**config.mk**
```make
export PLATFORM = sky130hd
export DESIGN_NAME = round_robin_wait_scheduler
export DESIGN_NICKNAME = d
export VERILOG_FILES = /design/src/rtl/rrws_pkg.sv /design/src/rtl/rrws_sp_mem.sv /design/src/rtl/round_robin_wait_scheduler.sv
export SDC_FILE = /design/constraint.sdc
export NUM_CORES = 1
export LEC_CHECK = 0
export BUFFER_PORTS_ARGS = -buffer_cell sky130_fd_sc_hd__buf_2
export CORE_AREA = 4 4 177 179
export DETAILED_ROUTE_END_ITERATION = 16
export DIE_AREA = 0 0 181 183
export GPL_TIMING_DRIVEN = 1
export HOLD_SLACK_MARGIN = 0.02
export MAX_ROUTING_LAYER = met4
export PLACE_DENSITY = 0.63
export SLEW_MARGIN = 20
export SYNTH_ARGS = -nofsm -noshare
export SYNTH_HDL_FRONTEND = slang
export SYNTH_HIERARCHICAL = 1
export SYNTH_SLANG_ARGS = --single-unit
```
**constraint.sdc**
```tcl
create_clock -name clk -period 5.5 [get_ports clk]
set_clock_uncertainty 0.2 [all_clocks]
set_input_delay 0.825 -clock clk [delete_from_list [all_inputs] [get_ports clk]]
set_output_delay 0.825 -clock clk [all_outputs]
set_load 0.02 [all_outputs]
```
**src/rtl/rrws_pkg.sv**
```systemverilog
// ----------------------------------------------------------------------------
// rrws_pkg: shared definitions for the round-robin wait scheduler
// Slot table sizing, reset constants, opcode codes and the stack pointer
// memory request type.
// ----------------------------------------------------------------------------
package rrws_pkg;

  localparam int SLOT_COUNT = 8;
  localparam int SLOT_W     = (SLOT_COUNT > 1) ? $clog2(SLOT_COUNT) : 1;

  localparam logic [15:0] DEFAULT_SP = 16'hFF00;
  localparam logic [3:0]  WAIT_NONE  = 4'hF;

  // Opcodes of an input word
  localparam logic [2:0] OP_TICK      = 3'd0;
  localparam logic [2:0] OP_LAUNCH    = 3'd1;
  localparam logic [2:0] OP_KILL      = 3'd2;
  localparam logic [2:0] OP_STALL     = 3'd3;
  localparam logic [2:0] OP_TERMINATE = 3'd4;

  // Configuration register index
  localparam logic REG_INIT_SP = 1'b0;

  typedef struct packed {
    logic              we;
    logic [SLOT_W-1:0] waddr;
    logic [15:0]       wdata;
    logic [SLOT_W-1:0] raddr;
  } sp_req_t;

endpackage

```
**src/rtl/rrws_sp_mem.sv**
```systemverilog
// ----------------------------------------------------------------------------
// rrws_sp_mem: saved stack pointer store
// One write and one registered read per cycle; entries never written since
// reset read as the default stack pointer.
// ----------------------------------------------------------------------------
module rrws_sp_mem
  import rrws_pkg::*;
(
  input  logic        clk,
  input  logic        rst_n,
  input  sp_req_t     req,
  output logic [15:0] rdata
);

  logic [15:0]           mem [SLOT_COUNT];
  logic [SLOT_COUNT-1:0] vld_r;
  logic [15:0]           rdata_r;

  always_ff @(posedge clk) begin
    if (!rst_n) begin
      vld_r <= '0;
    end else if (req.we) begin
      vld_r[req.waddr] <= 1'b1;
    end
  end

  always_ff @(posedge clk) begin
    if (req.we) begin
      mem[req.waddr] <= req.wdata;
    end
    // Fall back to the default for entries still untouched
    rdata_r <= vld_r[req.raddr] ? mem[req.raddr] : DEFAULT_SP;
  end

  assign rdata = rdata_r;

endmodule

```
**src/rtl/round_robin_wait_scheduler.sv**
```systemverilog
// ----------------------------------------------------------------------------
// round_robin_wait_scheduler: process slot table with round-robin pick
// Keeps per-slot active flag, saved stack pointer and waited-on slot, and
// serves tick, launch, kill, stall and terminate commands one at a time.
// ----------------------------------------------------------------------------
// Usage:
//   Input words arrive on the in_ stream; each yields exactly one result word
//   on the out_ stream. The APB-style cfg_ port holds the initial stack
//   pointer at byte address 0; write it only while the block is idle.
//   Steps from accept to out_tvalid (each path ends in ST_FINISH):
//     tick       - the scan walks the slot table one entry at a time,
//                  visiting up to SLOT_COUNT = 8 slots, reading the wait
//                  table (ST_TICK_RD) and then testing the slot (ST_TICK_CHK);
//                  a pick also reads the saved stack pointer (ST_TICK_SP).
//     launch     - searches up to SLOT_COUNT slots from slot 0 in ST_LAUNCH.
//     other ops  - go straight to ST_FINISH.
//   in_tready is low from accept until the result is loaded into the output
//   register, so one word is in flight; the next accept can come at the
//   earliest in the cycle that out_tvalid rises. A result waiting on a stalled
//   receiver does not block the next accept; if that next result finishes
//   while the output register is still full, the block holds it until
//   out_tready frees the register.
//   Reset clears all slots to inactive and not waiting, forgets the current
//   slot, sets the initial stack pointer to 0xff00 and every saved stack
//   pointer reads as 0xff00 until written.
// ----------------------------------------------------------------------------
module round_robin_wait_scheduler
  import rrws_pkg::*;
(
  input  logic        clk,
  input  logic        rst_n,
  // in_tdata: opcode[2:0], save_segment[18:3], save_sp[34:19],
  //           target_id[38:35], zero pad[39]
  input  logic        in_tvalid,
  output logic        in_tready,
  input  logic [39:0] in_tdata,
  // out_tdata: next_segment[15:0], next_stack_pointer[31:16],
  //            assigned_slot[34:32], table_full[35], zero pad[39:36]
  output logic        out_tvalid,
  input  logic        out_tready,
  output logic [39:0] out_tdata,
  // configuration port
  input  logic        cfg_psel,
  input  logic        cfg_penable,
  input  logic        cfg_pwrite,
  input  logic [2:0]  cfg_paddr,
  input  logic [31:0] cfg_pwdata,
  output logic [31:0] cfg_prdata,
  output logic        cfg_pready
);

  typedef enum logic [2:0] {
    ST_IDLE,
    ST_TICK_RD,
    ST_TICK_CHK,
    ST_TICK_SP,
    ST_LAUNCH,
    ST_FINISH
  } state_t;

  // Unpack the input word
  logic [2:0]        in_opcode;
  logic [15:0]       in_save_segment;
  logic [15:0]       in_save_sp;
  logic signed [3:0] in_target_id;

  assign in_opcode       = in_tdata[2:0];
  assign in_save_segment = in_tdata[18:3];
  assign in_save_sp      = in_tdata[34:19];
  assign in_target_id    = in_tdata[38:35];

  state_t                state_r, state_nxt;
  logic [SLOT_COUNT-1:0] active_r, active_nxt;
  logic [3:0]            wait_r [SLOT_COUNT];
  logic [3:0]            wait_nxt [SLOT_COUNT];
  logic                  cur_vld_r, cur_vld_nxt;
  logic [SLOT_W-1:0]     cur_r, cur_nxt;
  logic [15:0]           init_sp_r, init_sp_nxt;
  logic [SLOT_W-1:0]     s_r, s_nxt;       // slot under scan
  logic [SLOT_W-1:0]     cnt_r, cnt_nxt;   // slots visited so far
  logic [3:0]            w_r, w_nxt;       // wait target of the scanned slot
  logic [15:0]           seg_r, seg_nxt;   // latched input segment
  logic [15:0]           sp_r, sp_nxt;     // latched input stack pointer
  logic [15:0]           res_seg_r, res_seg_nxt;
  logic [15:0]           res_sp_r, res_sp_nxt;
  logic [2:0]            res_slot_r, res_slot_nxt;
  logic                  res_full_r, res_full_nxt;
  logic                  out_valid_r, out_valid_nxt;
  logic [39:0]           out_data_r, out_data_nxt;

  sp_req_t               sp_req;
  logic [15:0]           sp_rdata;

  rrws_sp_mem u_sp_mem (
    .clk   (clk),
    .rst_n (rst_n),
    .req   (sp_req),
    .rdata (sp_rdata)
  );

  // Configuration port
  logic cfg_wr;
  assign cfg_pready = 1'b1;
  assign cfg_wr     = cfg_psel & cfg_penable & cfg_pwrite & cfg_pready;
  assign cfg_prdata = (cfg_paddr[2] == REG_INIT_SP) ? {16'h0000, init_sp_r} : 32'h0;

  assign in_tready  = (state_r == ST_IDLE);
  assign out_tvalid = out_valid_r;
  assign out_tdata  = out_data_r;

  // Decode helpers
  logic [3:0]        seg_page;
  logic              save_ok;
  logic [SLOT_W-1:0] save_slot;
  logic              kill_ok;
  logic [SLOT_W-1:0] next_s;
  logic              w_in_table;
  logic [SLOT_W-1:0] w_idx;
  logic              w_done;
  logic              wake;
  logic              s_active;
  logic              free_slot;

  assign seg_page  = in_save_segment[15:12];
  assign save_ok   = (seg_page >= 4'd2) &&
                     ((5'(seg_page) - 5'd2) < 5'(SLOT_COUNT));
  assign save_slot = SLOT_W'(seg_page - 4'd2);
  assign kill_ok   = !in_target_id[3] && ({1'b0, in_target_id[3:0]} < 5'(SLOT_COUNT));
  assign next_s    = (s_r == SLOT_W'(SLOT_COUNT - 1)) ? '0 : s_r + 1'b1;

  // Wake test for the scanned slot: target finished, or target off the table
  assign w_in_table = !w_r[3] && ({1'b0, w_r} < 5'(SLOT_COUNT));
  assign w_idx      = SLOT_W'(w_r);
  assign w_done     = w_in_table ? (!active_r[w_idx] && (wait_r[w_idx] == WAIT_NONE))
                                 : 1'b1;
  assign wake       = (w_r != WAIT_NONE) && w_done;
  assign s_active   = active_r[s_r] | wake;
  assign free_slot  = !active_r[s_r] && (wait_r[s_r] == WAIT_NONE);

  always_comb begin
    state_nxt     = state_r;
    active_nxt    = active_r;
    wait_nxt      = wait_r;
    cur_vld_nxt   = cur_vld_r;
    cur_nxt       = cur_r;
    init_sp_nxt   = init_sp_r;
    s_nxt         = s_r;
    cnt_nxt       = cnt_r;
    w_nxt         = w_r;
    seg_nxt       = seg_r;
    sp_nxt        = sp_r;
    res_seg_nxt   = res_seg_r;
    res_sp_nxt    = res_sp_r;
    res_slot_nxt  = res_slot_r;
    res_full_nxt  = res_full_r;
    out_valid_nxt = out_valid_r;
    out_data_nxt  = out_data_r;
    sp_req.we     = 1'b0;
    sp_req.waddr  = save_slot;
    sp_req.wdata  = in_save_sp;
    sp_req.raddr  = s_r;

    if (cfg_wr && (cfg_paddr[2] == REG_INIT_SP)) begin
      init_sp_nxt = cfg_pwdata[15:0];
    end

    // Drop the result once taken
    if (out_valid_r && out_tready) begin
      out_valid_nxt = 1'b0;
    end

    case (state_r)
      ST_IDLE: begin
        if (in_tvalid) begin
          seg_nxt      = in_save_segment;
          sp_nxt       = in_save_sp;
          res_seg_nxt  = '0;
          res_sp_nxt   = '0;
          res_slot_nxt = '0;
          res_full_nxt = 1'b0;
          state_nxt    = ST_FINISH;
          case (in_opcode)
            OP_TICK: begin
              // Save the interrupted stack pointer if its segment maps to a slot, then start the scan
              sp_req.we = save_ok;
              s_nxt     = cur_vld_r ? ((cur_r == SLOT_W'(SLOT_COUNT - 1)) ? '0
                                                                          : cur_r + 1'b1)
                                    : '0;
              cnt_nxt   = '0;
              state_nxt = ST_TICK_RD;
            end
            OP_LAUNCH: begin
              s_nxt     = '0;
              state_nxt = ST_LAUNCH;
            end
            OP_KILL: begin
              if (kill_ok) begin
                active_nxt[SLOT_W'(in_target_id[3:0])] = 1'b0;
              end
            end
            OP_STALL: begin
              wait_nxt[0]   = in_target_id[3:0];
              active_nxt[0] = 1'b0;
            end
            OP_TERMINATE: begin
              if (cur_vld_r) begin
                active_nxt[cur_r] = 1'b0;
              end
            end
            default: begin
            end
          endcase
        end
      end

      ST_TICK_RD: begin
        w_nxt     = wait_r[s_r];
        state_nxt = ST_TICK_CHK;
      end

      ST_TICK_CHK: begin
        if (wake) begin
          active_nxt[s_r] = 1'b1;
          wait_nxt[s_r]   = WAIT_NONE;
        end
        if (s_active) begin
          // Pick this slot; its stack pointer arrives next cycle
          cur_vld_nxt = 1'b1;
          cur_nxt     = s_r;
          res_seg_nxt = {4'(5'(s_r) + 5'd2), 12'h000};
          state_nxt   = ST_TICK_SP;
        end else if (cnt_r == SLOT_W'(SLOT_COUNT - 1)) begin
          // Nothing runnable: echo the interrupted context
          res_seg_nxt = seg_r;
          res_sp_nxt  = sp_r;
          state_nxt   = ST_FINISH;
        end else begin
          s_nxt     = next_s;
          cnt_nxt   = cnt_r + 1'b1;
          state_nxt = ST_TICK_RD;
        end
      end

      ST_TICK_SP: begin
        res_sp_nxt = sp_rdata;
        state_nxt  = ST_FINISH;
      end

      ST_LAUNCH: begin
        if (free_slot) begin
          sp_req.we       = 1'b1;
          sp_req.waddr    = s_r;
          sp_req.wdata    = init_sp_r;
          active_nxt[s_r] = 1'b1;
          cur_vld_nxt     = 1'b1;
          cur_nxt         = s_r;
          res_slot_nxt    = 3'(s_r);
          state_nxt       = ST_FINISH;
        end else if (s_r == SLOT_W'(SLOT_COUNT - 1)) begin
          res_full_nxt = 1'b1;
          state_nxt    = ST_FINISH;
        end else begin
          s_nxt = s_r + 1'b1;
        end
      end

      ST_FINISH: begin
        // Hold until the output register is free
        if (!out_valid_r || out_tready) begin
          out_valid_nxt = 1'b1;
          out_data_nxt  = {4'h0, res_full_r, res_slot_r, res_sp_r, res_seg_r};
          state_nxt     = ST_IDLE;
        end
      end

      default: begin
        state_nxt = ST_IDLE;
      end
    endcase
  end

  always_ff @(posedge clk) begin
    if (!rst_n) begin
      state_r     <= ST_IDLE;
      active_r    <= '0;
      for (int i = 0; i < SLOT_COUNT; i++) begin
        wait_r[i] <= WAIT_NONE;
      end
      cur_vld_r   <= 1'b0;
      cur_r       <= '0;
      init_sp_r   <= DEFAULT_SP;
      out_valid_r <= 1'b0;
    end else begin
      state_r     <= state_nxt;
      active_r    <= active_nxt;
      wait_r      <= wait_nxt;
      cur_vld_r   <= cur_vld_nxt;
      cur_r       <= cur_nxt;
      init_sp_r   <= init_sp_nxt;
      out_valid_r <= out_valid_nxt;
    end
  end

  always_ff @(posedge clk) begin
    s_r        <= s_nxt;
    cnt_r      <= cnt_nxt;
    w_r        <= w_nxt;
    seg_r      <= seg_nxt;
    sp_r       <= sp_nxt;
    res_seg_r  <= res_seg_nxt;
    res_sp_r   <= res_sp_nxt;
    res_slot_r <= res_slot_nxt;
    res_full_r <= res_full_nxt;
    out_data_r <= out_data_nxt;
  end

endmodule
```
==> impl_metrics.toml, run 1 <==
[synthesis]
synth_xor_area_share_pct = 0
synthSimpleGateAreaFrac_pct = 10.3
syn_avg_cell_area_sq_um = 14.9
ys_ff_latch = 330
ys.flop_type = "edfxtp_1"
synthArstFlopShare_pct = 0
synth.mux.area_fraction_pct = 11.1
synth_compound_area_share_pct = 5.94
synth_fa_ha_area_share_pct = 1.23
synth_seq_area_share_pct = 68.1
syn_area_sq_um = 13300
yosysWarnings = 6
yosysUniqueCellTypes = 53
syn-instance-count = 889
synth_top_family_by_area = "multiplexers"
synth_edf_count = 242

[pwr]
p_per_area_nw_per_um2 = 473
internal-power_uw = 5100
power.total_uw = 7180
power.leakage_uw = 0.00547
p_sw_uw = 2080
switching_share_pct = 29.0
clkPwrFrac_pct = 29.7
seqPwrFrac_pct = 46.7
ir_drop_uv = 229
p_comb_share_pct = 23.6

[grt]
grt_use_total_pct = 17.2
grt_pass1_vias = 7583
antenna_found_initial = 0
grt_max_degree = 77
grt_pass1_wl_mm = 44.1
grt_overflow_total = 0

[finish]
layout-drive-gt1-share_pct = 24.4
stdcell_count = 1424
diodes = 0
fillers = 2474
multiInputGateArea_sq_um = 3890
final_common_cell = "edfxtp_1"
final-seq-area_sq_um = 9030
most-common-layout-cells = "edfxtp_1, buf_2, dfxtp_1"
areaGrowthSynthToFinish_pct = 14.6
finalNetCount = 1105

[floorplanning]
die_x_um = 181
die_area_sq_um = 33100
die_y_um = 183
core-area_sq_um = 29600
start_util_pct = 44.8
num_rows = 63
ios = 157

[routing]
wl_met1_mm = 13.0
route.met2.wl_mm = 13.2
viasPerCell = 5.39
route.antenna.remaining_nets = 0
drc = 0
wl_mm = 28.3
wl_per_cell_um = 19.8
top_layer = "met4"
wl_met3_mm = 1.59
via_count = 7671
drt_iter0_markers = 713
dr.pass1.iters = 5

[cts]
cts_buffers = 30
cts_resized = 0
cts_buffer_depth = 3
h-tree-depth = 1
insertion_delay_ns = 0.54
post_cts.repair.setup_buffers = 0
clk_transition_reported_paths_ns = 0.06
root_buffer = "clkbuf_16"
cts_tree = "done"
cts.sinks = 330
ctsHoldBuffers = 0

[sta]
tightestPinTransition_ns = 1.03
worst_slack_ns = 1.51
fmax_ghz = 0.251
finalSetupTns_ns = 0
hold_ws_ns = 0.218
relSlewSlack_pct = 30.8
period_minus_slack_ns = 3.99
rsz0062_at_grt = "no"
slew_viol_final = 0
timing.final.crit_share_pct = 72.5
finalHoldViolations = 0
finalSetupViolCount = 0

[worst_hold_path]
hold_class = "flip-flop to flip-flop"
min_to = "out_tdata[33]$_DFFE_PP_"
holdPathStages = 0
hp-start = "res_slot_r[1]$_SDFFCE_PN0P_"

[worst_setup_path]
crit_arrival_ns = 3.99
r2r_cells = 8
crit_type = "flip-flop to flip-flop"
worstPathMaxFanout = 18
reg2reg_from = "s_r[0]$_DFFE_PP_"
endpoint_kind = "flip-flop"
rr_endpoint = "u_sp_mem/mem[0][14]$_DFFE_PP_"
r2r_slack_ns = 1.51
required_ns = 5.50
start_kind = "flip-flop"

[placed_design]
dp.cells = 1368
port_buffers = 116
post-place-ws_ns = 1.52
dp_hpwl_mm = 18.6
place_congestion = 0.849

[flow_run]
drv_cap = 0

[outcome]
status = "finished, final reports clean"
layer usage:
metal / vias to the layer above / global-route usage [%]
met5: - / -
met4: 0 / 3.78
met3: 33 / 2.38
met2: 214 / 26.3
met1: 3844 / 24.8
li1: 3580 / -
power groups by stage:
| stage | logic, uW | registers [uW] | clock network [uW] |
|---|---|---|---|
| global placement | 1690 | 3400 | 0 |
| global route | 1860 | 3390 | 2300 |
| CTS | 1720 | 3360 | 2180 |
| floorplan | 1290 | 3370 | 0 |
| finish | 1690 | 3350 | 2140 |
| detailed placement | 1710 | 3410 | 0 |
how the worst max path moves through the flow:
stage	startpoint	slack, ns	cells after the start	end
after detailed placement	s_r[0]$_DFFE_PP_	1.52	8	u_sp_mem/mem[0][8]$_DFFE_PP_
final	s_r[0]$_DFFE_PP_	1.51	8	u_sp_mem/mem[0][14]$_DFFE_PP_
after CTS	s_r[0]$_DFFE_PP_	1.51	8	u_sp_mem/mem[0][9]$_DFFE_PP_
after floorplan	s_r[0]$_DFFE_PP_	1.30	9	u_sp_mem/mem[0][0]$_DFFE_PP_
after global placement	s_r[0]$_DFFE_PP_	1.59	8	u_sp_mem/mem[0][8]$_DFFE_PP_
after global routing	s_r[0]$_DFFE_PP_	1.26	8	u_sp_mem/mem[4][10]$_DFFE_PP_
synthesized netlist by cell type, drive strengths merged, types with 5 or more instances:
master	instances	area [sq um]
nor2b	24	150
edfxtp	242	7270
a31oi	15	93.8
nand2	78	293
nor2	54	203
and4b	5	50.1
o21ai	24	120
ha	13	163
clkbuf	23	87.6
nand3b	30	225
a22o	16	140
o21a	9	67.6
buf	39	280
mux4	44	991
mux2i	25	263
a21boi	9	67.6
nor3	10	61.3
and3	17	106
nand3	22	110
a32oi	5	43.8
dfxtp	88	1760
a21oi	24	120
inv	16	60.1
nand2b	7	43.8
mux2	19	218
state kept, by name, summed over array words and instances, names as in the netlist:
signal,cells
out_tdata,36
s_r,3
res_slot_r,3
state_r,3
res_full_r,1
init_sp_r,16
wait_r,32
cur_vld_r,1
cnt_r,3
cur_r,3
seg_r,16
active_r,8
u_sp_mem/rdata,16
out_tvalid,1
u_sp_mem/vld_r,8
res_sp_r,16
sp_r,16
res_seg_r,16
u_sp_mem/mem,128
w_r,4
per-stage QoR:
stage	area (sq um)	utilization, %
after detailed placement	14200	47.9
after global placement	14200	47.9
after CTS	15200	51.4
final	15200	51.4
after floorplan	13300	-
after global routing	15200	51.4
final cells by class:
| class | instances | area share, % |
|---|---|---|
| inverter | 17 | 0.420 |
| clock inverter | 19 | 1.40 |
| multi-input combinational | 499 | 25.6 |
| timing repair buffer | 132 | 4.61 |
| sequential | 330 | 59.4 |
| tap | 390 | 3.21 |
| clock buffer | 37 | 5.32 |
logic make-up after synthesis:
logic type | after synthesis
compound gates | 115
fa+ha+maj | 13
buf+inv | 79
flops | 330
mux | 88
other cells | 2
simple gates | 262
critical path, stage by stage, from the launching register on:
cell and delay [ns]:
edfxtp_1 0.91, mux4_2 0.62, and4b_1 0.28, a22oi_2 0.14, nor3_4 0.41, mux2_2 0.40
nand2b_1 0.22, nor3_2 0.13, buf_4 0.34
Note: power is estimated with default switching activity, not from simulation.
==> inputs of run 2 (changes only) <==
--- a/config.mk
+++ b/config.mk
@@ -12,7 +12,7 @@
 export GPL_TIMING_DRIVEN = 1
 export HOLD_SLACK_MARGIN = 0.02
 export MAX_ROUTING_LAYER = met4
-export PLACE_DENSITY = 0.63
+export PLACE_DENSITY = 0.65
 export SLEW_MARGIN = 20
 export SYNTH_ARGS = -nofsm -noshare
 export SYNTH_HDL_FRONTEND = slang
==> constraint.sdc (replaced) <==
create_clock -name clk -period 3.28 [get_ports clk]
set_clock_uncertainty 0.2 [all_clocks]
set_input_delay 0.492 -clock clk [delete_from_list [all_inputs] [get_ports clk]]
set_output_delay 0.492 -clock clk [all_outputs]
set_load 0.02 [all_outputs]
==> impl_metrics.toml, run 2 (same netlist as run 1, synthesis figures left out) <==
[outcome]
status = "finished, final reports clean"

[sta]
finalSetupViolCount = 0
slew_viol_final = 0
tightestPinTransition_ns = 0.881
hold_ws_ns = 0.0459
relSlewSlack_pct = 41.3
rsz0062_at_grt = "yes"
finalHoldViolations = 0
period_minus_slack_ns = 3.21
fmax_ghz = 0.312
timing.final.crit_share_pct = 97.8

[placed_design]
placed_area_sq_um = 14500
dp_hpwl_mm = 19.4
port_buffers = 116
dp.cells = 1391
place_congestion = 0.868

[routing]
drc = 0
dr.pass1.iters = 5
drt_iter0_markers = 685
wl_per_cell_um = 20.0
viasPerCell = 5.44
wl_mm = 30.0
via_count = 8155
route.antenna.remaining_nets = 0

[cts]
cts_buffer_depth = 3
cts_buffers = 31
cts_tree = "done"
cts.sinks = 330
root_buffer = "clkbuf_16"
clk_transition_reported_paths_ns = 0.06
insertion_delay_ns = 0.56
h-tree-depth = 1

[finish]
final_common_cell = "edfxtp_1"
top_register = "u_sp_mem/mem"
final-seq-area_sq_um = 9030
most-common-layout-cells = "edfxtp_1, buf_2, dfxtp_1"
fillers = 2313
stdcell_count = 1500
finalNetCount = 1181
largest_reg_flops = 128
final_area_sq_um = 16100
areaGrowthSynthToFinish_pct = 21.1
multiInputGateArea_sq_um = 4000
diodes = 0
layout-drive-gt1-share_pct = 26.5

[worst_setup_path]
endpoint_kind = "flip-flop"
rr_endpoint = "u_sp_mem/mem[2][9]$_DFFE_PP_"
start_kind = "flip-flop"
crit_arrival_ns = 3.27
required_ns = 3.34
crit_type = "flip-flop to flip-flop"
worstPathMaxFanout = 17
r2r_cells = 10
reg2reg_from = "s_r[0]$_DFFE_PP_"
r2r_slack_ns = 0.07

[grt]
gr-usage-met3_pct = 3.33
grt_use_total_pct = 18.1
busiest_layer = "met2"
globalRouteMet1Util_pct = 24.9
met2_usage_pct = 28.2
antenna_found_initial = 0
grt_pass1_vias = 7904
grt_pass1_wl_mm = 46.3
grt_overflow_total = 0
grt_max_degree = 54

[floorplanning]
die_x_um = 181
die_y_um = 183
core-area_sq_um = 29600
ios = 157
start_util_pct = 44.8
die_area_sq_um = 33100
num_rows = 63

[worst_hold_path]
min_to = "init_sp_r[4]$_SDFFE_PN0P_"
hold_class = "input pin to flip-flop"
hp-start = "cfg_pwdata[4]"
holdPathStages = 3

[pwr]
power.leakage_uw = 0.00583
p_per_area_nw_per_um2 = 763
ir_drop_uv = 429

[flow_run]
drv_cap = 0
run 2: per-stage QoR:
| step | setup TNS, ns | utilization (%) | setup slack, ns | total power (uW) |
|---|---|---|---|---|
| 6_report | 0 | 54.3 | 0.0724 | 12300 |
| 5_1_grt | -0.491 | 54.3 | -0.0179 | 12800 |
| 4_1_cts | 0 | 54.0 | 0.0159 | 12300 |
| 3_5_place_dp | 0 | 49.1 | 0.0332 | 8810 |
| 3_3_place_gp | 0 | 49.1 | 0.0702 | 8760 |
| 2_1_floorplan | -20.43 | - | -0.233 | 7870 |
run 2: cell type report:
class                      instances  share of cell area, %
multi-input combinational        499                   24.9
timing repair buffer             207                   9.41
clock buffer                      38                   5.06
inverter                          17                  0.398
tap                              390                   3.04
sequential                       330                   56.3
clock inverter                    19                  0.935
run 2: metal layers:
metal | vias to the layer above | part of all wire [%] | wire (um)
li1 | 3723 | - | -
met1 | 4025 | 43 | 13000
met2 | 362 | 47 | 14000
met3 | 45 | 8.1 | 2430
met4 | 0 | 1.8 | 525
met5 | - | 0 | 0
run 2: worst max-delay path: stages, from the launching register on:
cell and delay (ns):
edfxtp_1 0.50, buf_6 0.17, mux4_2 0.50, and4b_1 0.21
a22oi_2 0.30, nor3_4 0.09, buf_6 0.14, mux2i_4 0.20
nand2b_1 0.25, nor2_4 0.16, buf_12 0.17
run 2: report_power, final:
part	switching (uW)	leakage (uW)	internal, uW
sequential	262	0.00294	5320
clock	1480	0.000460	1910
combinational	1920	0.00243	1360
run 2: what timing repair did:
action / in CTS / in global routing
cloned: 0 / 1
setup buffers: 1 / 3
endpoints found under the hold margin: 47 / 0
hold buffers: 47 / 0
setup endpoints to repair: 3 / 262
pin swaps: 0 / 4
resized for setup: 0 / 10
run 2: worst max path at each step:
| stage | from | endpoint | slack (ns) | cells past startpoint |
|---|---|---|---|---|
| 2_1_floorplan | s_r[0]$_DFFE_PP_ | u_sp_mem/mem[0][0]$_DFFE_PP_ | -0.23 | 9 |
| 4_1_cts | s_r[0]$_DFFE_PP_ | u_sp_mem/mem[6][0]$_DFFE_PP_ | 0.02 | 10 |
| 3_3_place_gp | s_r[0]$_DFFE_PP_ | u_sp_mem/mem[6][10]$_DFFE_PP_ | 0.07 | 10 |
| 5_1_grt | s_r[0]$_DFFE_PP_ | u_sp_mem/mem[2][0]$_DFFE_PP_ | -0.02 | 10 |
| 6_report | s_r[0]$_DFFE_PP_ | u_sp_mem/mem[2][9]$_DFFE_PP_ | 0.07 | 10 |
| 3_5_place_dp | s_r[0]$_DFFE_PP_ | u_sp_mem/mem[6][10]$_DFFE_PP_ | 0.03 | 10 |
